--- config.mk ---
export PLATFORM = sky130hd
export DESIGN_NAME = slider_record_parser
export DESIGN_NICKNAME = d
export VERILOG_FILES = /design/src/hw/rtl/slp_pkg.sv /design/src/hw/rtl/slider_record_parser.sv
export VERILOG_INCLUDE_DIRS = /design/src /design/src/hw/rtl
export SDC_FILE = /design/constraint.sdc
export NUM_CORES = 1
export LEC_CHECK = 0
export ABC_AREA = 1
export BUFFER_PORTS_ARGS = -buffer_cell sky130_fd_sc_hd__buf_2
export CORE_UTILIZATION = 45
export DETAILED_ROUTE_END_ITERATION = 16
export PLACE_DENSITY_LB_ADDON = 0.1
export SYNTH_ARGS = -nofsm -noshare
export SYNTH_HDL_FRONTEND = slang
export SYNTH_SLANG_ARGS = --single-unit
--- constraint.sdc ---
create_clock -name clk -period 3.7 [get_ports clk]
set_clock_uncertainty 0.05 [all_clocks]
set_input_delay 1.11 -clock clk [delete_from_list [all_inputs] [get_ports clk]]
set_output_delay 1.11 -clock clk [all_outputs]
set_load 0.05 [all_outputs]
--- src/hw/rtl/slider_record_parser_defines.svh ---
// Assertion macros for the slider record parser.
// Used by slider_record_parser.sv; expects clk and rst_n in scope.
`ifndef SLIDER_RECORD_PARSER_DEFINES_SVH
`define SLIDER_RECORD_PARSER_DEFINES_SVH

`ifndef SYNTHESIS
// checked only outside reset
`define SLP_ASSERT(lbl, prop, msg) \
  lbl: assert property (@(posedge clk) disable iff (!rst_n) prop) else $error(msg);
// checked at every edge, reset included
`define SLP_ASSERT_ALWAYS(lbl, prop, msg) \
  lbl: assert property (@(posedge clk) prop) else $error(msg);
`else
`define SLP_ASSERT(lbl, prop, msg)
`define SLP_ASSERT_ALWAYS(lbl, prop, msg)
`endif

`endif

--- src/hw/rtl/slp_pkg.sv ---
// Shared types and constants for the slider record parser.
// No dependencies.
package slp_pkg;

  typedef logic [1:0] kind_t;

  localparam kind_t KIND_UPDATE    = 2'd0;
  localparam kind_t KIND_BAD_INDEX = 2'd1;
  localparam kind_t KIND_FAILURE   = 2'd2;
  localparam kind_t KIND_READ      = 2'd3;

  typedef logic [2:0] phase_t;

  localparam phase_t PH_IDLE = 3'd0;  // between messages
  localparam phase_t PH_IDX2 = 3'd1;  // second index char next
  localparam phase_t PH_SEP  = 3'd2;  // separator next
  localparam phase_t PH_VAL1 = 3'd3;  // first value char next
  localparam phase_t PH_VAL4 = 3'd6;  // last value char next

  localparam logic [7:0] CH_FAIL    = 8'h46;  // 'F'
  localparam logic [7:0] CH_0       = 8'h30;
  localparam logic [7:0] CH_9       = 8'h39;
  localparam logic [7:0] CH_LOWER_A = 8'h61;
  localparam logic [7:0] CH_LOWER_F = 8'h66;
  localparam logic [7:0] CH_UPPER_A = 8'h41;

  typedef struct packed {
    logic       ok;
    logic [3:0] dig;
  } hex_t;

  // Hex digit decode: 0-9, a-f, A-F.
  function automatic hex_t hex_decode(input logic [7:0] c);
    hex_t h;
    logic [7:0] d;
    h = '0;
    d = '0;
    if (c >= CH_0 && c <= CH_9) begin
      d = c - CH_0;
      h.ok = 1'b1;
    end else if (c >= CH_LOWER_A && c <= CH_LOWER_F) begin
      d = c - CH_LOWER_A + 8'd10;
      h.ok = 1'b1;
    end else if (c >= CH_UPPER_A && c <= CH_FAIL) begin
      d = c - CH_UPPER_A + 8'd10;
      h.ok = 1'b1;
    end
    h.dig = d[3:0];
    return h;
  endfunction

  // Characters that open a slider record: 0-9 and a-f only.
  function automatic logic is_record_start(input logic [7:0] c);
    return (c >= CH_0 && c <= CH_9) || (c >= CH_LOWER_A && c <= CH_LOWER_F);
  endfunction

endpackage

--- src/hw/rtl/slider_record_parser.sv ---
// Slider record parser: byte-wise decoder of slider board messages with a value table.
// Depends on slp_pkg and slider_record_parser_defines.svh.
//
//   channel | direction | ports                                         | per request
//   --------+-----------+-----------------------------------------------+---------------------
//   in_     | input     | in_valid, in_stall, in_mode, in_rx_byte,      | one byte or one
//           |           | in_query_index                                | read-back query
//   out_    | output    | out_valid, out_stall, out_kind,               | zero or one result
//           |           | out_slider_num, out_slider_value,             |
//           |           | out_failed_slave                              |
//
// Cycles: one request per cycle while in_stall is low. A result shows on the out_ ports in the
//   cycle after its request is taken; the parse state and the output register are the only pipeline.
// Reset: synchronous, active low; clears the parse state, the output valid and the
//   per-entry valid bits of the table, so every slider reads zero right after reset.
// Stalls: in_stall is high only while a result is held and out_stall is high; a result
//   waiting in the output register does not block a request once it is taken.
`include "slider_record_parser_defines.svh"

module slider_record_parser #(
  parameter int SLIDER_COUNT = 16
) (
  input  logic            clk,
  input  logic            rst_n,
  // request side
  input  logic            in_valid,
  output logic            in_stall,
  input  logic            in_mode,
  input  logic [7:0]      in_rx_byte,
  input  logic [7:0]      in_query_index,
  // result side
  output logic            out_valid,
  input  logic            out_stall,
  output slp_pkg::kind_t  out_kind,
  output logic [7:0]      out_slider_num,
  output logic [15:0]     out_slider_value,
  output logic [7:0]      out_failed_slave
);
  import slp_pkg::*;

  // table address width; one bit minimum so a single-entry table still has an address
  localparam int AW = (SLIDER_COUNT > 1) ? $clog2(SLIDER_COUNT) : 1;
  localparam logic [8:0] CNT9 = 9'(SLIDER_COUNT);

  // ---------------------------------------------------------------------------
  // parse state
  // ---------------------------------------------------------------------------
  phase_t       phase_r,  phase_nxt;
  logic         fail_r,   fail_nxt;    // 'F' seen, slave byte next
  logic [7:0]   idx_r,    idx_nxt;
  logic         istop_r,  istop_nxt;   // index field ended by a non-hex char
  logic [15:0]  val_r,    val_nxt;
  logic         vstop_r,  vstop_nxt;

  // output register
  logic         out_valid_r;
  kind_t        out_kind_r;
  logic [7:0]   out_idx_r;
  logic [15:0]  out_val_r;
  logic [7:0]   out_slave_r;

  // value table with registered read port and per-entry valid bits
  logic [15:0]             mem [SLIDER_COUNT];
  logic [SLIDER_COUNT-1:0] vld_r;
  logic [15:0]             rd_data_r;
  logic                    rd_hit_r;

  logic         in_acc;
  hex_t         hx;
  logic         res_v;
  kind_t        res_kind;
  logic [7:0]   res_idx;
  logic [15:0]  res_val;
  logic [7:0]   res_slave;
  logic         wr_en;
  logic [AW-1:0] wr_addr;
  logic [AW-1:0] rd_addr;
  logic         q_in_range;
  logic         idx_in_range;
  logic [15:0]  val_new;
  logic         vstop_new;

  // a request is only held back when a result is waiting and the sink stalls
  assign in_stall = out_valid_r & out_stall;
  assign in_acc   = in_valid & ~in_stall;

  assign hx           = hex_decode(in_rx_byte);
  assign q_in_range   = {1'b0, in_query_index} < CNT9;
  assign idx_in_range = {1'b0, idx_r} < CNT9;
  assign rd_addr      = in_query_index[AW-1:0];
  assign wr_addr      = idx_r[AW-1:0];

  // value digit shift, shared by all four value positions
  always_comb begin
    val_new   = val_r;
    vstop_new = 1'b1;
    if (!vstop_r && hx.ok) begin
      val_new   = {val_r[11:0], hx.dig};
      vstop_new = 1'b0;
    end
  end

  // ---------------------------------------------------------------------------
  // next state and result for the request at the port
  // ---------------------------------------------------------------------------
  always_comb begin
    phase_nxt = phase_r;
    fail_nxt  = fail_r;
    idx_nxt   = idx_r;
    istop_nxt = istop_r;
    val_nxt   = val_r;
    vstop_nxt = vstop_r;
    res_v     = 1'b0;
    res_kind  = KIND_UPDATE;
    res_idx   = '0;
    res_val   = '0;
    res_slave = '0;
    wr_en     = 1'b0;

    if (in_mode) begin
      // read-back leaves the parser untouched; data comes from the table port
      res_v    = 1'b1;
      res_kind = KIND_READ;
      res_idx  = in_query_index;
    end else if (fail_r) begin
      // any byte after 'F' names the slave
      fail_nxt  = 1'b0;
      res_v     = 1'b1;
      res_kind  = KIND_FAILURE;
      res_slave = in_rx_byte;
    end else begin
      unique case (phase_r)
        PH_IDLE: begin
          if (in_rx_byte == CH_FAIL) begin
            fail_nxt = 1'b1;
          end else if (is_record_start(in_rx_byte)) begin
            idx_nxt   = {4'b0, hx.dig};
            istop_nxt = 1'b0;
            val_nxt   = '0;
            vstop_nxt = 1'b0;
            phase_nxt = PH_IDX2;
          end
        end
        PH_IDX2: begin
          if (!istop_r && hx.ok) begin
            idx_nxt = {idx_r[3:0], hx.dig};
          end else begin
            istop_nxt = 1'b1;
          end
          phase_nxt = PH_SEP;
        end
        PH_SEP: begin
          phase_nxt = PH_VAL1;
        end
        default: begin
          // value characters; the last one closes the record
          val_nxt   = val_new;
          vstop_nxt = vstop_new;
          if (phase_r < PH_VAL4) begin
            phase_nxt = phase_r + 3'd1;
          end else begin
            phase_nxt = PH_IDLE;
            res_v     = 1'b1;
            res_idx   = idx_r;
            if (idx_in_range) begin
              res_kind = KIND_UPDATE;
              res_val  = val_new;
              wr_en    = 1'b1;
            end else begin
              res_kind = KIND_BAD_INDEX;
            end
          end
        end
      endcase
    end
  end

  // ---------------------------------------------------------------------------
  // registers
  // ---------------------------------------------------------------------------
  always_ff @(posedge clk) begin
    if (!rst_n) begin
      phase_r <= PH_IDLE;
      fail_r  <= 1'b0;
      idx_r   <= '0;
      istop_r <= 1'b0;
      val_r   <= '0;
      vstop_r <= 1'b0;
    end else if (in_acc) begin
      phase_r <= phase_nxt;
      fail_r  <= fail_nxt;
      idx_r   <= idx_nxt;
      istop_r <= istop_nxt;
      val_r   <= val_nxt;
      vstop_r <= vstop_nxt;
    end
  end

  always_ff @(posedge clk) begin
    if (!rst_n) begin
      out_valid_r <= 1'b0;
    end else if (in_acc && res_v) begin
      out_valid_r <= 1'b1;
    end else if (out_valid_r && !out_stall) begin
      out_valid_r <= 1'b0;
    end
  end

  // result payload, loaded only with a new result
  always_ff @(posedge clk) begin
    if (in_acc && res_v) begin
      out_kind_r  <= res_kind;
      out_idx_r   <= res_idx;
      out_val_r   <= res_val;
      out_slave_r <= res_slave;
    end
  end

  // table: one write port (record close), one registered read port (read-back)
  always_ff @(posedge clk) begin
    if (in_acc && wr_en) begin
      mem[wr_addr] <= val_new;
    end
    if (in_acc && in_mode) begin
      rd_data_r <= mem[rd_addr];
    end
  end

  // entry valid bits stand in for clearing the table at reset
  always_ff @(posedge clk) begin
    if (!rst_n) begin
      vld_r    <= '0;
      rd_hit_r <= 1'b0;
    end else if (in_acc) begin
      if (wr_en) begin
        vld_r[wr_addr] <= 1'b1;
      end
      if (in_mode) begin
        rd_hit_r <= q_in_range && vld_r[rd_addr];
      end
    end
  end

  assign out_valid        = out_valid_r;
  assign out_kind         = out_kind_r;
  assign out_slider_num   = out_idx_r;
  assign out_slider_value = (out_kind_r == KIND_READ) ? (rd_hit_r ? rd_data_r : 16'd0)
                                                      : out_val_r;
  assign out_failed_slave = out_slave_r;

  // ---------------------------------------------------------------------------
  // assertions
  // ---------------------------------------------------------------------------
  `SLP_ASSERT_ALWAYS(a_fail_idle, (!rst_n || !fail_r || phase_r == PH_IDLE),
    "failure flag inside a record")
  `SLP_ASSERT(a_read_reply, (in_acc && in_mode) |=> (out_valid && out_kind == KIND_READ),
    "read request gave no read reply")
  `SLP_ASSERT(a_fail_reply,
    (in_acc && !in_mode && fail_r) |=> (out_valid && out_kind == KIND_FAILURE),
    "slave byte gave no failure result")
  `SLP_ASSERT(a_rec_close,
    (in_acc && !in_mode && !fail_r && phase_r == PH_VAL4) |=>
      (out_valid && (out_kind == KIND_UPDATE || out_kind == KIND_BAD_INDEX)),
    "record close gave no result")

endmodule

==> After elaboration in Yosys (flattened, before gate mapping) <==
Memory sizes are Yosys's and may differ from the RTL's. A register that Yosys moved wholly into a read port is not among the register bits.
Index checks and enable logic that the tools add are counted.
{ "word_totals": {"n_memories": 1, "ramBits": 256, "output_inout_bits": 36, "ff_bits": 82} }
{ "op_classes": {"muxes": 54, "reduce_logical": 30, "n_addsub": 6, "n_eq_ne": 8, "bitwise_logic": 8, "order_cmp": 12} }
{ "mem_list": {"columns": ["memory", "depth", "word_bits", "rd", "rd_clocked_by_memory_dff", "wr", "line_no", "rtl"], "rows": [
  ["mem", 16, 16, 1, 1, 1, "slider_record_parser.sv:63", "logic [15:0] mem [SLIDER_COUNT];"]
]} }
{ "op_table": {"columns": ["op", "n"], "rows": [
  ["16-bit two-way mux", 5],
  ["8-bit two-way mux", 7],
  ["16-bit one-hot mux with 2 select lines", 1],
  ["1-bit two-way mux", 29],
  ["8-bit by 7-bit >= comparator with 1-bit output, second input constant", 2],
  ["8-bit by 7-bit <= comparator with 1-bit output, second input constant", 2],
  ["8-bit by 5-bit < comparator with 1-bit output, second input constant", 2],
  ["16-bit bitwise OR", 1],
  ["8-bit one-hot mux with 2 select lines", 1],
  ["7-bit AND reduction", 2],
  ["4-bit two-way mux", 3],
  ["4-bit by 1-bit subtractor with 4-bit output, second input constant", 3],
  ["1-bit logical AND", 11],
  ["4-bit by 5-bit < comparator with 1-bit output, second input constant", 2],
  ["3-bit two-way mux", 3],
  ["3-bit one-hot mux with 3 select lines", 1],
  ["4-bit adder, second input constant", 2],
  ["8-bit by 7-bit equality test with 1-bit output, second input constant", 1],
  ["8-bit by 6-bit >= comparator with 1-bit output, second input constant", 1],
  ["8-bit by 6-bit <= comparator with 1-bit output, second input constant", 1],
  ["2-bit inequality test, second input constant", 4],
  ["7-bit OR reduction", 1],
  ["2-bit AND reduction", 3],
  ["6-bit AND reduction", 1],
  ["18 further kinds", 29]
]} }

==> Longest topological paths before layout <==
Gate-level depths: netlist of run 1.
{ "logic_depth": {"depth_word": 9, "ltp_mapped": 15, "depth_no_buf": 14} }

==> Worst setup path after synthesis of run 1 <==
No wires, ideal clock.
{ "synth_path": {"path_kind": "input -> register", "start": "in out_stall", "end": "reg out_slave_r[0], in the netlist out_failed_slave[0], enable pin", "n_path_buf": 0, "setup_time_ns": 0.438, "required_time_ns": 3.212, "arrival_ns": 3.029, "setup_slack_ns": 0.183, "cell_stages": 3, "path_cell_list": "nand2_1 > nand2_1 > a21oi_1"} }
{ "synth_between": {"elab_chain_len": 4} }
{ "synth_rtl": {"columns": ["item", "line_no", "rtl"], "rows": [
  ["from (decl)", "slider_record_parser.sv:33", "input logic out_stall,"],
  ["1-bit AND", "slider_record_parser.sv:84", "assign in_stall = out_valid_r & out_stall;"],
  ["1-bit NOT", "slider_record_parser.sv:85", "assign in_acc = in_valid & ~in_stall;"],
  ["1-bit AND", "slider_record_parser.sv:85", null],
  ["1-bit logical AND", "slider_record_parser.sv:211", "if (in_acc && res_v) begin"],
  ["to (signal assigned)", "slider_record_parser.sv:215", "out_slave_r <= res_slave;"],
  ["to (decl)", "slider_record_parser.sv:60", "logic [7:0] out_slave_r;"]
]} }
Every way passes these cells.
A chain may end at the register's enable or synchronous reset.

==> Worst setup path in the final report of run 1 <==
{ "layout_path": {"start": "reg rd_hit_r", "end": "out out_slider_value[15]"} }
{ "layout_between": {"elab_chain_len": 2} }
{ "layout_rtl": {"columns": ["item", "line_no", "rtl"], "rows": [
  ["from (decl)", "slider_record_parser.sv:66", "logic rd_hit_r;"],
  ["from (signal assigned)", "slider_record_parser.sv:239", "rd_hit_r <= q_in_range && vld_r[rd_addr];"],
  ["16-bit two-way mux (2 in a row)", "slider_record_parser.sv:247", "assign out_slider_value = (out_kind_r == KIND_READ) ? (rd_hit_r ? rd_data_r : 16'd0)"],
  ["to (decl)", "slider_record_parser.sv:36", "output logic [15:0] out_slider_value,"]
]} }
Every way passes these cells.

==> results.cfg, run 1 <==
[run_status]
status = finished clean

[layout]
antenna_cells = 0
final_nets = 1382
drive_gt1_frac = 0.1543
fin_cells = 1815
synthToLayoutAreaGrowth_pct = 15.47

[critical_path]
crit_cells = 3
crit_type = reg2out
cp_max_fo = 13
cp_num_buf_inv = 1
endpoint_kind = output port
cp_slowest_cell = dfxtp_1
critPathMaxStageDelay_ns = 0.85
path_cells = nand2_1 -> o21ai_0 -> buf_2
cp-start-kind = register
arrival_ns = 2.30
ff2ff_path_depth = 5
path_delay_family = flip-flops
required_ns = 2.54

[clock_network]
clockBufferDepth = 3
path_clk_slew_ns = 0.06
clk_latency_ns = 0.52
cts_tree = built
cts_resized = 0
h-tree-depth = 2
cts-root-buf = clkbuf_16
cts.sinks = 354
cts_setup_buffers = 0
postCtsHoldBufs = 0
cts-buffers-inserted = 38

[grt]
antenna_found_initial = 0
grt_usage = 0.2448
grt_max_degree = 137
grt_pass1_vias = 9645
grt-ovfl-total = 0
grt_first_pass_wirelength_mm = 59.69

[placement]
numPortBuffers = 56
gp_congestion = 0.8106
hpwlAfterDp_mm = 23.51
dp_cells = 1748

[sta]
max_clock_freq_mhz = 289.4
maxSlewViolCount = 0
worst_slew_pin_slew_ns = 1.073
setup_violations = 0
tns_ns = 0
post-route-period-util = 0.9340
finalHoldViolations = 0
rsz0062_at_grt = false
maxSlewHeadroom = 0.2836
period_needed_ns = 3.456

[power_and_ir_drop]
irDropWorstVdd_uv = 390.3
powerDensity_mw_per_mm2 = 505.8
power_leakage_uw = 0.006097

[floorplanning]
die_w_um = 182.3
initial_core_util = 0.4601
die_h_um = 182.3
die_area_mm2 = 0.03324
rows = 65
core-area_mm2 = 0.03180
ioPinCount = 57

[yosys]
ys_warn_count = 0
synthArstFlopShare = 0
synth_cells = 1274
synth_seq_area_share = 0.6937
synth_edf_count = 306
synth.most_common_cell = edfxtp_1
netlist_area_mm2 = 0.01463
synth.avg_cell_area_um2 = 11.48
synth_common_cells = 306 x edfxtp_1, 209 x nor2_1, 163 x nand2_1
yosysTopAreaCell = edfxtp_1
synth.distinct_cells = 35
synthFlopType = edfxtp_1
ys_seq_elements = 354
yosys-top-cells-area = edfxtp_1 63%, dfxtp_1 6.6%, o21ai_0 5.4%
synth_nets = 1303
synth_top_area_frac = 0.6281

[hold_path]
min_path_cells = 1
hold_class = reg2reg

[routing]
totalWireLength_mm = 40.04
postRouteAntennaNets = 0
drt-initial-drc-count = 926
dr.pass1.iters = 5
drc = 0
via_count = 10010
detail_route.wl_per_cell_um = 22.06
via_per_inst = 5.513

[flow_run]
cap_violations = 0
-- final cells by class --
class	count	area (um^2)
clock buffer	56	1100
clock inverter	11	81.33
fill	2757	14910
inverter	72	271.5
multi-input combinational	776	3951
sequential	354	10150
tap	435	544.3
timing repair buffer	111	795.8
-- kinds of logic (layout without fill, tap and decap cells) --
family,after synthesis,count (layout),share of synthesized area
and+or+nand+nor,466,466,0.1346
adders and majority gates,8,8,0.006842
xor gates and xnor gates,1,1,0.0005988
AOI/OAI and AO/OA,301,301,0.1243
DFF,354,354,0.6937
buffers and inverters,144,250,0.03985
-- power by group --
part	leakage, uW	switching [uW]	total, uW	internal [uW]
Sequential	0.00327	14.8	4380	4360
Clock	0.000577	1490	3620	2120
Combinational	0.00225	409	550	142
-- flip-flops by register name, indices dropped and copies added, names as in the netlist, 2 cells and up --
| signal | count |
|---|---|
| vld_r | 16 |
| out_failed_slave | 8 |
| out_val_r | 16 |
| mem | 256 |
| phase_r | 3 |
| val_r | 16 |
| out_slider_num | 8 |
| rd_data_r | 16 |
| idx_r | 8 |
| out_kind | 2 |
-- worst paths after layout --
kind	from	end	slack, ns
max	rd_hit_r	out_slider_value[15]	0.24
min	vld_r[10]	vld_r[10]	0.41
max reg2reg	vstop_r	mem[3][1]	1.23
min reg2reg	vld_r[10]	vld_r[10]	0.41
-- through the flow --
| step | utilization | setup slack [ns] | instance area, um^2 | hold slack, ns | power [uW] |
|---|---|---|---|---|---|
| floorplan | - | 0.1832 | 14630 | 0.3855 | 4823 |
| global placement | 0.4941 | 0.4196 | 15710 | 0.3936 | 5010 |
| detailed placement | 0.4941 | 0.3753 | 15710 | 0.3996 | 5013 |
| CTS | 0.5313 | 0.2093 | 16890 | 0.4127 | 8599 |
| global route | 0.5313 | 0.1948 | 16890 | 0.4251 | 8808 |
| finish | 0.5313 | 0.2441 | 16890 | 0.4082 | 8545 |
-- metal layers --
metal  vias to the layer above  wire length, um  global-route usage  share of wire
met1                      4896            16980              0.3230           0.42
met4                         0              894             0.07059          0.022
met5                         -                0                   0              0
met2                       321            19580              0.4173           0.49
li1                       4727                -                   -              -
met3                        62             2583             0.04011          0.065
-- placed cells by master (no fill, tap or decap), drive strengths merged, types with 2 or more instances in the layout --
master  count
edfxtp    306
nor2      217
nand2     172
o21ai     161
buf       111
nand3      71
inv        69
clkbuf     56
o221ai     50
dfxtp      48
a21oi      33
o22ai      22
o211ai     16
o21a       16
clkinv     12
ha          8
nand4       3
o21bai      2
Power figures use the tool's default switching activity.
==> inputs of run 2 (changes only) <==
--- a/config.mk
+++ b/config.mk
@@ -10,6 +10,7 @@
 export BUFFER_PORTS_ARGS = -buffer_cell sky130_fd_sc_hd__buf_2
 export CORE_UTILIZATION = 45
 export DETAILED_ROUTE_END_ITERATION = 16
+export MAX_ROUTING_LAYER = met4
 export PLACE_DENSITY_LB_ADDON = 0.1
 export SYNTH_ARGS = -nofsm -noshare
 export SYNTH_HDL_FRONTEND = slang
==> results.cfg, run 2 (synthesis results as in run 1) <==
[clock_network]
postCtsHoldBufs = 0
cts_resized = 0
cts-root-buf = clkbuf_16
clk_latency_ns = 0.52
cts_setup_buffers = 0
h-tree-depth = 2
path_clk_slew_ns = 0.06
cts.sinks = 354
cts-buffers-inserted = 38
cts_tree = built
clockBufferDepth = 3

[routing]
via_per_inst = 5.538
drc = 0
drt-initial-drc-count = 947
via_count = 10050
detail_route.wl_per_cell_um = 22.13
postRouteAntennaNets = 0
totalWireLength_mm = 40.17
dr.pass1.iters = 6

[layout]
final_common_cell = edfxtp_1
largest_register_ffs = 256
largest_register = mem
finalInstanceArea_mm2 = 0.01689
synthToLayoutAreaGrowth_pct = 15.47
final_cell_mix = 306 x edfxtp_1, 192 x nor2_1, 163 x nand2_1
fin_cells = 1815
antenna_cells = 0
drive_gt1_frac = 0.1543
n_fill_cell = 2757
final_nets = 1382

[placement]
numPortBuffers = 56
hpwlAfterDp_mm = 23.51
placed_area_mm2 = 0.01571
preCtsSetupSlack_ns = 0.3753
gp_congestion = 0.8224
dp_cells = 1748

[critical_path]
crit_type = reg2out
cp-start-kind = register
required_ns = 2.54
endpoint_kind = output port
arrival_ns = 2.29
cp_max_fo = 13

[floorplanning]
initial_core_util = 0.4601
die_w_um = 182.3
die_area_mm2 = 0.03324
rows = 65
die_h_um = 182.3
ioPinCount = 57
core-area_mm2 = 0.03180

[sta]
max_clock_freq_mhz = 289.9
maxSlewHeadroom = 0.2977
period_needed_ns = 3.449
setup_violations = 0
worst_slack_ns = 0.2509
worst_slew_pin_slew_ns = 1.052
post-route-period-util = 0.9322
rsz0062_at_grt = false
tns_ns = 0
finalHoldViolations = 0
maxSlewViolCount = 0

[grt]
antenna_found_initial = 0
grt_max_degree = 137
grt-ovfl-total = 0
grt_usage = 0.2524
grt_first_pass_wirelength_mm = 59.69
grt_pass1_vias = 9624

[power_and_ir_drop]
power_leakage_uw = 0.006097
powerDensity_mw_per_mm2 = 505.6
irDropWorstVdd_uv = 388.0
total_power_uw = 8542

[run_status]
status = finished clean

[flow_run]
cap_violations = 0

[hold_path]
hold_class = reg2reg
run 2: cell counts in the layout (fill, tap and decap cells not counted):
Identical to the previous run, type by type.
run 2: worst max-delay path: stages (launching register included):
cell     delay [ns]
dfxtp_1        0.85
nand2_1        0.13
o21ai_0        0.43
buf_2          0.35
run 2: where the power goes:
group / leakage (uW) / switching, uW / internal (uW)
logic: 0.00225 / 409 / 142
registers: 0.00327 / 14.9 / 4360
clock network: 0.000577 / 1490 / 2120
run 2: final timing paths:
check / slack, ns / startpoint / to / cells after the start
worst max-delay path: 0.25 / rd_hit_r / out_slider_value[15] / 3
worst min-delay path: 0.41 / vld_r[10] / vld_r[10] / 1
worst max register to register: 1.23 / vstop_r / mem[14][1] / 5
worst min register to register: 0.41 / vld_r[10] / vld_r[10] / 1
run 2: stage by stage:
| step | utilization | hold slack (ns) |
|---|---|---|
| after floorplan | - | 0.3855 |
| after detailed placement | 0.4941 | 0.3996 |
| after global routing | 0.5313 | 0.4248 |
| after global placement | 0.4941 | 0.3936 |
| final | 0.5313 | 0.4083 |
| after CTS | 0.5313 | 0.4127 |
run 2: cell type report:
cell class,count,area [um^2],share of cell area
inverter,72,271.5,0.01607
clock buffer,56,1100,0.06510
clock inverter,11,81.33,0.004814
multi-input combinational,776,3951,0.2339
sequential,354,10150,0.6008
tap,435,544.3,0.03222
timing repair buffer,111,795.8,0.04710
run 2: per-layer routing:
| metal | wire length (um) | GRT usage |
|---|---|---|
| met2 | 19910 | 0.4207 |
| met3 | 2542 | 0.03632 |
| met1 | 17000 | 0.3258 |
| met5 | 0 | - |
| met4 | 709 | 0.06319 |
